### src/hdl/cbst_pkg.sv
`timescale 1ns / 1ps
// Shared package for the cursor binary search tree.
// Holds default sizes, operation and status codes, sequencer states and control structs.
package cbst_pkg;

   localparam int NODE_COUNT_DEF = 64;
   localparam int KEY_BITS_DEF   = 32;

   localparam logic [2:0] OP_INSERT = 3'd0;
   localparam logic [2:0] OP_DELETE = 3'd1;
   localparam logic [2:0] OP_FIND   = 3'd2;
   localparam logic [2:0] OP_MIN    = 3'd3;
   localparam logic [2:0] OP_MAX    = 3'd4;

   localparam logic [1:0] ST_OK    = 2'd0;
   localparam logic [1:0] ST_MISS  = 2'd1;
   localparam logic [1:0] ST_FULL  = 2'd2;

   typedef enum logic [7:0] {
      SEQ_IDLE     = 8'b0000_0001,
      SEQ_WALK     = 8'b0000_0010,
      SEQ_VISIT    = 8'b0000_0100,
      SEQ_EXT_VIS  = 8'b0000_1000,
      SEQ_SCAN     = 8'b0001_0000,
      SEQ_INS_NODE = 8'b0010_0000,
      SEQ_INS_LINK = 8'b0100_0000,
      SEQ_DEL_MIN  = 8'b1000_0000
   } seq_state_type;

   // sequencer -> slot allocator
   typedef struct packed {
      logic scan_go;
      logic set_en;
      logic clr_en;
   } alloc_ctl_type;

   // slot allocator -> sequencer
   typedef struct packed {
      logic done;
      logic full;
   } alloc_stat_type;

endpackage

### src/hdl/cbst_ram.sv
`timescale 1ns / 1ps
// Generic single-write, single-read RAM with registered read data.
// No dependencies.
module cbst_ram #(
   parameter int WIDTH = 8,
   parameter int DEPTH = 64
) (
   input  logic                     clock,
   input  logic                     we,
   input  logic [$clog2(DEPTH)-1:0] waddr,
   input  logic [WIDTH-1:0]         wdata,
   input  logic [$clog2(DEPTH)-1:0] raddr,
   output logic [WIDTH-1:0]         rdata
);

   logic [WIDTH-1:0] mem_ff [DEPTH];
   logic [WIDTH-1:0] rdata_ff;

   always_ff @(posedge clock) begin
      if (we) begin
         mem_ff[waddr] <= wdata;
      end
      rdata_ff <= mem_ff[raddr];
   end

   assign rdata = rdata_ff;

endmodule

### src/hdl/cbst_alloc.sv
`timescale 1ns / 1ps
// Slot allocator: per-slot used marks and a one-slot-per-cycle free-slot scan.
// Depends on cbst_pkg.
module cbst_alloc import cbst_pkg::*; #(
   parameter int NODE_COUNT = NODE_COUNT_DEF
) (
   input  logic                          clock,
   input  logic                          reset,
   input  alloc_ctl_type                 ctl,
   input  logic [$clog2(NODE_COUNT)-1:0] set_slot,
   input  logic [$clog2(NODE_COUNT)-1:0] clr_slot,
   output logic [NODE_COUNT-1:0]         used,
   output alloc_stat_type                stat,
   output logic [$clog2(NODE_COUNT)-1:0] free_slot
);

   localparam int IW = $clog2(NODE_COUNT);
   localparam logic [IW-1:0] LAST = IW'(NODE_COUNT - 1);

   logic [NODE_COUNT-1:0] used_ff, used_in;
   logic [IW-1:0]         idx_ff, idx_in;
   logic                  busy_ff, busy_in;
   logic                  done;

   assign done = busy_ff && (!used_ff[idx_ff] || idx_ff == LAST);

   always_comb begin
      used_in = used_ff;
      idx_in  = idx_ff;
      busy_in = busy_ff;
      if (ctl.set_en) begin
         used_in[set_slot] = 1'b1;
      end
      if (ctl.clr_en) begin
         used_in[clr_slot] = 1'b0;
      end
      if (ctl.scan_go) begin
         busy_in = 1'b1;
         idx_in  = '0;
      end else if (done) begin
         busy_in = 1'b0;
      end else if (busy_ff) begin
         idx_in = idx_ff + 1'b1;
      end
   end

   always_ff @(posedge clock) begin
      if (reset) begin
         used_ff <= '0;
         busy_ff <= 1'b0;
         idx_ff  <= '0;
      end else begin
         used_ff <= used_in;
         busy_ff <= busy_in;
         idx_ff  <= idx_in;
      end
   end

   assign used      = used_ff;
   assign stat.done = done;
   assign stat.full = used_ff[idx_ff];
   assign free_slot = idx_ff;

endmodule

### src/hdl/cursor_binary_search_tree.sv
`timescale 1ns / 1ps
// Binary search tree over NODE_COUNT node slots kept in three RAMs (key, left link,
// right link), with used marks in flops. One transaction at a time: the sequencer walks the
// tree with one RAM read per cycle; find, minimum and maximum walk down from the root,
// delete also walks the successor path, and an insert of a new key adds a free-slot
// scan plus a node-write state and a link-write state (SEQ_INS_NODE, SEQ_INS_LINK). A
// finished result sits in an output register so the next transaction can be taken while
// it waits. Depends on cbst_pkg, cbst_ram, cbst_alloc.
module cursor_binary_search_tree import cbst_pkg::*; #(
   parameter int NODE_COUNT = NODE_COUNT_DEF,
   parameter int KEY_BITS   = KEY_BITS_DEF
) (
   input  logic        clock,
   input  logic        reset,
   input  logic        req_valid,
   output logic        req_ready,
   input  logic [2:0]  req_kind,
   input  logic [31:0] req_key,
   output logic        rsp_valid,
   input  logic        rsp_ready,
   output logic [1:0]  rsp_status,
   output logic [5:0]  rsp_node_slot,
   output logic [31:0] rsp_key_out
);

   localparam int IW = $clog2(NODE_COUNT);
   localparam int LW = $clog2(NODE_COUNT + 1);
   localparam logic [LW-1:0] NONE = LW'(NODE_COUNT);

   seq_state_type state_ff, state_in;
   logic [2:0]          op_ff, op_in;
   logic [KEY_BITS-1:0] k_ff, k_in;
   logic [LW-1:0]       root_ff, root_in;
   logic [LW-1:0]       cur_ff, cur_in;
   logic [LW-1:0]       p_ff, p_in;
   logic                lft_ff, lft_in;
   logic [LW-1:0]       m_ff, m_in;
   logic [LW-1:0]       mp_ff, mp_in;
   logic [IW-1:0]       free_ff, free_in;
   logic [1:0]          res_status_ff, res_status_in;
   logic [IW-1:0]       res_slot_ff, res_slot_in;
   logic [KEY_BITS-1:0] res_key_ff, res_key_in;
   logic                rsp_valid_ff, rsp_valid_in;
   logic [1:0]          rsp_status_ff, rsp_status_in;
   logic [5:0]          rsp_slot_ff, rsp_slot_in;
   logic [31:0]         rsp_key_ff, rsp_key_in;
   logic                res_pending_ff, res_pending_in;
   logic                finishing;

   logic [IW-1:0]       rd_addr;
   logic [KEY_BITS-1:0] key_rd;
   logic [LW-1:0]       left_rd, right_rd;
   logic                key_we, left_we, right_we;
   logic [IW-1:0]       key_wa, left_wa, right_wa;
   logic [KEY_BITS-1:0] key_wd;
   logic [LW-1:0]       left_wd, right_wd;
   logic                relink_en;
   logic [LW-1:0]       relink_child;
   logic [LW-1:0]       nx;
   logic                go_left;

   alloc_ctl_type         actl;
   alloc_stat_type        astat;
   logic [IW-1:0]         set_slot, clr_slot, scan_slot;
   logic [NODE_COUNT-1:0] used;

   function automatic logic is_node(input logic [LW-1:0] s);
      is_node = (s < NONE) && used[s[IW-1:0]];
   endfunction

   cbst_ram #(.WIDTH(KEY_BITS), .DEPTH(NODE_COUNT)) u_key_ram (
      .clock(clock), .we(key_we), .waddr(key_wa), .wdata(key_wd),
      .raddr(rd_addr), .rdata(key_rd)
   );

   cbst_ram #(.WIDTH(LW), .DEPTH(NODE_COUNT)) u_left_ram (
      .clock(clock), .we(left_we), .waddr(left_wa), .wdata(left_wd),
      .raddr(rd_addr), .rdata(left_rd)
   );

   cbst_ram #(.WIDTH(LW), .DEPTH(NODE_COUNT)) u_right_ram (
      .clock(clock), .we(right_we), .waddr(right_wa), .wdata(right_wd),
      .raddr(rd_addr), .rdata(right_rd)
   );

   cbst_alloc #(.NODE_COUNT(NODE_COUNT)) u_alloc (
      .clock(clock), .reset(reset), .ctl(actl), .set_slot(set_slot), .clr_slot(clr_slot),
      .used(used), .stat(astat), .free_slot(scan_slot)
   );

   assign req_ready = (state_ff == SEQ_IDLE) && !res_pending_ff;

   always_comb begin
      state_in      = state_ff;
      op_in         = op_ff;
      k_in          = k_ff;
      root_in       = root_ff;
      cur_in        = cur_ff;
      p_in          = p_ff;
      lft_in        = lft_ff;
      m_in          = m_ff;
      mp_in         = mp_ff;
      free_in       = free_ff;
      res_status_in = res_status_ff;
      res_slot_in   = res_slot_ff;
      res_key_in    = res_key_ff;
      rd_addr       = cur_ff[IW-1:0];
      key_we        = 1'b0;
      key_wa        = free_ff;
      key_wd        = k_ff;
      left_we       = 1'b0;
      left_wa       = free_ff;
      left_wd       = NONE;
      right_we      = 1'b0;
      right_wa      = free_ff;
      right_wd      = NONE;
      relink_en     = 1'b0;
      relink_child  = NONE;
      actl          = '0;
      set_slot      = free_ff;
      clr_slot      = cur_ff[IW-1:0];
      go_left       = (k_ff < key_rd);
      nx            = NONE;

      // result registers are loaded whenever the sequencer lands in IDLE
      unique case (state_ff)
         SEQ_IDLE: begin
            if (req_valid) begin
               op_in  = req_kind;
               k_in   = KEY_BITS'({{KEY_BITS{1'b0}}, req_key});
               cur_in = root_ff;
               p_in   = NONE;
               lft_in = 1'b0;
               if (req_kind == OP_INSERT || req_kind == OP_DELETE || req_kind == OP_FIND ||
                   req_kind == OP_MIN || req_kind == OP_MAX) begin
                  state_in = SEQ_WALK;
               end else begin
                  res_status_in = ST_MISS;
                  res_slot_in   = '0;
                  res_key_in    = '0;
               end
            end
         end
         SEQ_WALK: begin
            if (is_node(cur_ff)) begin
               state_in = (op_ff == OP_MIN || op_ff == OP_MAX) ? SEQ_EXT_VIS : SEQ_VISIT;
            end else if (op_ff == OP_INSERT) begin
               actl.scan_go = 1'b1;
               state_in     = SEQ_SCAN;
            end else begin
               res_status_in = ST_MISS;
               res_slot_in   = '0;
               res_key_in    = '0;
               state_in      = SEQ_IDLE;
            end
         end
         SEQ_VISIT: begin
            if (key_rd == k_ff) begin
               if (op_ff == OP_DELETE && is_node(left_rd) && is_node(right_rd)) begin
                  m_in     = right_rd;
                  mp_in    = cur_ff;
                  rd_addr  = right_rd[IW-1:0];
                  state_in = SEQ_DEL_MIN;
               end else begin
                  if (op_ff == OP_DELETE) begin
                     relink_en    = 1'b1;
                     relink_child = is_node(left_rd) ? left_rd :
                                    (is_node(right_rd) ? right_rd : NONE);
                     actl.clr_en  = 1'b1;
                  end
                  res_status_in = ST_OK;
                  res_slot_in   = cur_ff[IW-1:0];
                  res_key_in    = k_ff;
                  state_in      = SEQ_IDLE;
               end
            end else begin
               p_in   = cur_ff;
               lft_in = go_left;
               nx     = go_left ? left_rd : right_rd;
               if (is_node(nx)) begin
                  cur_in  = nx;
                  rd_addr = nx[IW-1:0];
               end else if (op_ff == OP_INSERT) begin
                  actl.scan_go = 1'b1;
                  state_in     = SEQ_SCAN;
               end else begin
                  res_status_in = ST_MISS;
                  res_slot_in   = '0;
                  res_key_in    = '0;
                  state_in      = SEQ_IDLE;
               end
            end
         end
         SEQ_EXT_VIS: begin
            nx = (op_ff == OP_MIN) ? left_rd : right_rd;
            if (is_node(nx)) begin
               cur_in  = nx;
               rd_addr = nx[IW-1:0];
            end else begin
               res_status_in = ST_OK;
               res_slot_in   = cur_ff[IW-1:0];
               res_key_in    = key_rd;
               state_in      = SEQ_IDLE;
            end
         end
         SEQ_SCAN: begin
            if (astat.done) begin
               if (astat.full) begin
                  res_status_in = ST_FULL;
                  res_slot_in   = '0;
                  res_key_in    = '0;
                  state_in      = SEQ_IDLE;
               end else begin
                  free_in  = scan_slot;
                  state_in = SEQ_INS_NODE;
               end
            end
         end
         SEQ_INS_NODE: begin
            key_we      = 1'b1;
            left_we     = 1'b1;
            right_we    = 1'b1;
            actl.set_en = 1'b1;
            state_in    = SEQ_INS_LINK;
         end
         SEQ_INS_LINK: begin
            relink_en     = 1'b1;
            relink_child  = LW'(free_ff);
            res_status_in = ST_OK;
            res_slot_in   = free_ff;
            res_key_in    = k_ff;
            state_in      = SEQ_IDLE;
         end
         SEQ_DEL_MIN: begin
            rd_addr = m_ff[IW-1:0];
            if (is_node(left_rd)) begin
               mp_in   = m_ff;
               m_in    = left_rd;
               rd_addr = left_rd[IW-1:0];
            end else begin
               // successor found: splice it out and move its key up
               if (mp_ff == cur_ff) begin
                  right_we = 1'b1;
                  right_wa = cur_ff[IW-1:0];
                  right_wd = right_rd;
               end else begin
                  left_we = 1'b1;
                  left_wa = mp_ff[IW-1:0];
                  left_wd = right_rd;
               end
               key_we        = 1'b1;
               key_wa        = cur_ff[IW-1:0];
               key_wd        = key_rd;
               actl.clr_en   = 1'b1;
               clr_slot      = m_ff[IW-1:0];
               res_status_in = ST_OK;
               res_slot_in   = cur_ff[IW-1:0];
               res_key_in    = k_ff;
               state_in      = SEQ_IDLE;
            end
         end
         default: begin
            state_in = SEQ_IDLE;
         end
      endcase

      if (relink_en) begin
         if (!is_node(p_ff)) begin
            root_in = relink_child;
         end else if (lft_ff) begin
            left_we = 1'b1;
            left_wa = p_ff[IW-1:0];
            left_wd = relink_child;
         end else begin
            right_we = 1'b1;
            right_wa = p_ff[IW-1:0];
            right_wd = relink_child;
         end
      end
   end

   // a pending result sits in res_*; it moves to the output register once that is free
   assign finishing = (state_ff != SEQ_IDLE) && (state_in == SEQ_IDLE);

   always_comb begin
      res_pending_in = res_pending_ff;
      rsp_valid_in   = rsp_valid_ff;
      rsp_status_in  = rsp_status_ff;
      rsp_slot_in    = rsp_slot_ff;
      rsp_key_in     = rsp_key_ff;
      if (rsp_valid_ff && rsp_ready) begin
         rsp_valid_in = 1'b0;
      end
      if (res_pending_ff && !rsp_valid_in) begin
         rsp_valid_in   = 1'b1;
         rsp_status_in  = res_status_ff;
         rsp_slot_in    = 6'({6'b0, res_slot_ff});
         rsp_key_in     = 32'({32'b0, res_key_ff});
         res_pending_in = 1'b0;
      end
      if (finishing ||
          (state_ff == SEQ_IDLE && req_valid && req_ready && state_in == SEQ_IDLE)) begin
         res_pending_in = 1'b1;
      end
   end

   // a new transaction is only taken once the previous result left res_*
   logic stall_new;
   assign stall_new = res_pending_ff;

   always_ff @(posedge clock) begin
      if (reset) begin
         state_ff       <= SEQ_IDLE;
         root_ff        <= NONE;
         rsp_valid_ff   <= 1'b0;
         res_pending_ff <= 1'b0;
      end else begin
         if (!(state_ff == SEQ_IDLE && stall_new)) begin
            state_ff <= state_in;
            root_ff  <= root_in;
         end
         rsp_valid_ff   <= rsp_valid_in;
         res_pending_ff <= res_pending_in;
      end
   end

   always_ff @(posedge clock) begin
      if (!(state_ff == SEQ_IDLE && stall_new)) begin
         op_ff         <= op_in;
         k_ff          <= k_in;
         cur_ff        <= cur_in;
         p_ff          <= p_in;
         lft_ff        <= lft_in;
         res_status_ff <= res_status_in;
         res_slot_ff   <= res_slot_in;
         res_key_ff    <= res_key_in;
      end
      m_ff          <= m_in;
      mp_ff         <= mp_in;
      free_ff       <= free_in;
      rsp_status_ff <= rsp_status_in;
      rsp_slot_ff   <= rsp_slot_in;
      rsp_key_ff    <= rsp_key_in;
   end

   assign rsp_valid     = rsp_valid_ff;
   assign rsp_status    = rsp_status_ff;
   assign rsp_node_slot = rsp_slot_ff;
   assign rsp_key_out   = rsp_key_ff;

   // the root link always names a live node or is null
   a_root_live: assert property (@(posedge clock) disable iff (reset)
      root_ff == NONE || is_node(root_ff))
      else $error("root link points at an unused slot");

   // the scan must hand over a slot that is really free
   a_ins_free: assert property (@(posedge clock) disable iff (reset)
      state_ff == SEQ_INS_NODE |-> !used[free_ff])
      else $error("insert into a used slot");

   // a new result only appears when one was pending
   a_rsp_src: assert property (@(posedge clock) disable iff (reset)
      $rose(rsp_valid_ff) |-> $past(res_pending_ff))
      else $error("result shown without a pending result");

endmodule
### config.mk
export PLATFORM = sky130hd
export DESIGN_NAME = cursor_binary_search_tree
export DESIGN_NICKNAME = d
export VERILOG_FILES = /design/src/hdl/cbst_pkg.sv /design/src/hdl/cbst_ram.sv /design/src/hdl/cbst_alloc.sv /design/src/hdl/cursor_binary_search_tree.sv
export SDC_FILE = /design/constraint.sdc
export NUM_CORES = 2
export LEC_CHECK = 0
export ABC_AREA = 1
export BUFFER_PORTS_ARGS = -buffer_cell sky130_fd_sc_hd__buf_2
export CAP_MARGIN = 20
export CORE_ASPECT_RATIO = 2
export CORE_MARGIN = 5
export CORE_UTILIZATION = 50
export DETAILED_ROUTE_END_ITERATION = 8
export PLACE_DENSITY_LB_ADDON = 0.1
export SLEW_MARGIN = 0
export SYNTH_ARGS = -nofsm -noshare
export SYNTH_HDL_FRONTEND = slang
export SYNTH_SLANG_ARGS = --single-unit
### constraint.sdc
create_clock -name clock -period 8.2 [get_ports clock]
set_input_delay 0.82 -clock clock [delete_from_list [all_inputs] [get_ports clock]]
set_output_delay 0.82 -clock clock [all_outputs]
set_load 0.005 [all_outputs]
==> flow_metrics.tcl <==
set metrics [dict create \
    grt_usage_pct 32.5 \
    comb_power_share_pct 28.3 \
    fp.coreArea_um2 289000 \
    ant_nets 0 \
    ctsRootBufferMaster "clkbuf_16" \
    cp-start-kind "flop" \
    min_period_over_period_pct 89.0 \
    cts_buffers 296 \
    post-place-ws_ps 1010 \
    final-setup-viol-count 0 \
    grt_pass1_vias 105000 \
    fin_worst_skew_ps 71.9 \
    slowest_stage "nand2_2" \
    cts_tree "built" \
    yosysUniqueCellTypes 55 \
    grt_max_degree 196 \
    grt_pass1_wl_um 721000 \
    cts_resized 0 \
    area_growth_pct 11.6 \
    die_h_um 771 \
    slew_headroom_pct 17.0 \
    seq_area_frac_synth_pct 66.0 \
    cts_buffer_depth 4 \
    hp-class "input port to flop" \
    syn-cell-area_um2 145000 \
    rsz0062_at_grt "no" \
    period_needed_ps 7300 \
    drt_iter0_drc 9970 \
    die_w_um 391 \
    hold_viol_final 0 \
    worst-slew-pin-transition_ps 1240 \
    syn_nets 13900 \
    slew_violations 0 \
    final_cell_mix "nand3_1, nand2_1, edfxtp_1" \
    setup_slack_ps 901 \
    cpMostUsedCell "nand3_1" \
    cts.hold.buffers_added 0 \
    status "completed" \
    maxCapViolations 0 \
    leakagePower_nw 62.2 \
    numClockSinks 3228 \
    via_count 107000 \
    grt_overflow 0 \
    pin_count 81 \
    initial_core_util_pct 50.2 \
    clk_latency_ps 910 \
    power_frac_clock_pct 30.4 \
    setup_tns_ps 0 \
    routedWlPerCell_um 27.9 \
    end_kind "flop" \
    p_int_mw 30.1 \
    power.share.switching_pct 34.7 \
    irDropWorstVdd_mv 0.238 \
    yosysWarnings 0 \
    rows 279 \
    p_per_area_nw_per_um2 285 \
    port_buffers 80 \
    routed_via_density 5.98 \
    cts_setup_buffers 0 \
    die_area_um2 301000 \
    drc_errors 0 \
    hpwl_um 318000 \
    timing.fmax_mhz 137 \
    seq_power_share_pct 41.3 \
    final_common_cell "nand3_1" \
    drtPass1Iterations 8 \
    drive_above_1_share_pct 8.50 \
    cp_max_fo 116 \
    cp_data_arrival_time_ps 8060 \
    h-tree-depth 5 \
    avgSynthCellArea_um2 10.4 \
    crit_required_ps 8970 \
    power_switching_mw 16.0 \
    nNetsFinal 13900 \
    synthCells 13900 \
    n_fill_cell 24600 \
    worst-setup-path-type "flop to flop" \
    ys_seq_elements 3228 \
    slowest_delay_ps 720 \
    gp_congestion 1.04 \
    clk_pin_slew_worst_paths_ps 60 \
    drt-total-wl_um 499000 \
    antenna_found_initial 38 \
]
==> power groups by stage <==
stage / clock (mW) / combinational, mW / sequential [mW]
after floorplan: 0 / 7.94 / 19.2
after global placement: 0 / 12.9 / 19.4
after detailed placement: 0 / 12.9 / 19.4
after CTS: 14.2 / 13.0 / 19.0
after global routing: 14.9 / 14.0 / 19.0
final: 14.0 / 13.0 / 19.0
==> routing by layer <==
layer / global-route usage (%) / share of wire, %
met4: 18.9 / 7.1
met3: 4.25 / 6.1
met5: 0 / 0.021
met1: 37.1 / 35
met2: 58.2 / 52
==> cell type report <==
| class | instances | area [um^2] | share of cell area (%) |
|---|---|---|---|
| diodes | 12 | 30.0 | 0.0186 |
| clock buffers | 377 | 8010 | 4.95 |
| clock inverters | 158 | 1540 | 0.954 |
| inverters | 1370 | 5160 | 3.19 |
| multi-input cells | 8348 | 40800 | 25.2 |
| flip-flops and latches | 3228 | 95600 | 59.1 |
| well taps | 3793 | 4750 | 2.93 |
| repair buffers | 600 | 5860 | 3.62 |
==> sequential cells by signal, indices dropped and copies added, names as in the netlist, 7 cells and up <==
name / flops
cur_ff: 7
k_ff: 32
m_ff: 7
mp_ff: 7
p_ff: 7
res_key_ff: 32
root_ff: 7
rsp_key_out: 32
state_ff: 8
u_alloc.used: 64
u_key_ram.mem_ff: 2048
u_key_ram.rdata: 32
u_left_ram.mem_ff: 448
u_left_ram.rdata: 7
u_right_ram.mem_ff: 448
u_right_ram.rdata: 7
==> Yosys cell counts (all sizes together) <==
| cell type | number | share of area (%) |
|---|---|---|
| a211oi | 65 | 0.34 |
| a41oi | 3 | 0.018 |
| or2 | 1 | 0.0043 |
| a21o | 1 | 0.0052 |
| ha | 33 | 0.28 |
| a21boi | 1 | 0.0052 |
| o22ai | 18 | 0.078 |
| nand3 | 3307 | 11 |
| xor2 | 4 | 0.024 |
| buf | 629 | 2.2 |
| a221oi | 4 | 0.024 |
| a32o | 1 | 0.0069 |
| dfxtp | 134 | 1.9 |
| o2111ai | 2 | 0.012 |
| o311ai | 6 | 0.036 |
| clkinv | 9 | 0.023 |
| o21a | 2 | 0.010 |
| clkbuf | 301 | 0.78 |
| o211ai | 56 | 0.29 |
| nor2 | 378 | 0.99 |
| nor3b | 3 | 0.016 |
| a21oi | 222 | 0.79 |
| inv | 1361 | 3.5 |
| a22oi | 18 | 0.093 |
| nor3 | 34 | 0.12 |
| a311oi | 1 | 0.0060 |
| nand4 | 18 | 0.078 |
| edfxtp | 3094 | 64 |
| a31oi | 10 | 0.043 |
| o221ai | 39 | 0.24 |
| nor4 | 19 | 0.082 |
| nand2 | 3198 | 8.3 |
| nand3b | 553 | 2.9 |
| a2111oi | 1 | 0.0060 |
| o21ai | 348 | 1.2 |
| xnor2 | 1 | 0.0060 |
| nand2b | 1 | 0.0043 |
==> cells by family (layout without fill, tap and decap cells) <==
| kind of cell | count (synthesis) | after routing | synth area share, % |
|---|---|---|---|
| AOI/OAI and AO/OA | 798 | 798 | 3.23 |
| xor gates and xnor gates | 5 | 5 | 0.0302 |
| adders and majority gates | 33 | 33 | 0.285 |
| buffers and inverters | 2300 | 2505 | 6.56 |
| DFF | 3228 | 3228 | 66.0 |
| other | 0 | 12 | 0 |
| and+or+nand+nor | 7512 | 7512 | 23.9 |
==> worst max-delay path, delay by kind of cell, from the launching register on <==
kind            cells  cell delay [ps]
simple gates       26             4380
buf+inv             4             1150
flops               1              590
compound gates      1              430
fa+ha+maj           1              320
==> through the flow <==
| step | cells | hold slack (ps) | total power [mW] | area (um^2) | utilization, % |
|---|---|---|---|---|---|
| after floorplan | 13900 | 406 | 27.1 | 145000 | - |
| after detailed placement | 17300 | 436 | 32.3 | 152000 | 52.7 |
| final | 17900 | 134 | 46.0 | 162000 | 56.0 |
| after CTS | 17900 | 66.3 | 46.2 | 162000 | 56.0 |
| after global routing | 17900 | 95.7 | 47.9 | 162000 | 56.0 |
| after global placement | 17300 | 435 | 32.2 | 152000 | 52.7 |
==> path summary, 6_finish.rpt <==
check / from / to / slack (ps) / cells after the start
min: req_key[6] / k_ff[6] / 130 / 1
max: u_key_ram.rdata[17] / u_right_ram.rdata[1] / 900 / 32
max reg2reg: u_key_ram.rdata[17] / u_right_ram.rdata[1] / 900 / 32
min reg2reg: res_slot_ff[5] / rsp_node_slot[5] / 440 / 0
No activity file was read; power rests on OpenSTA's default activity.
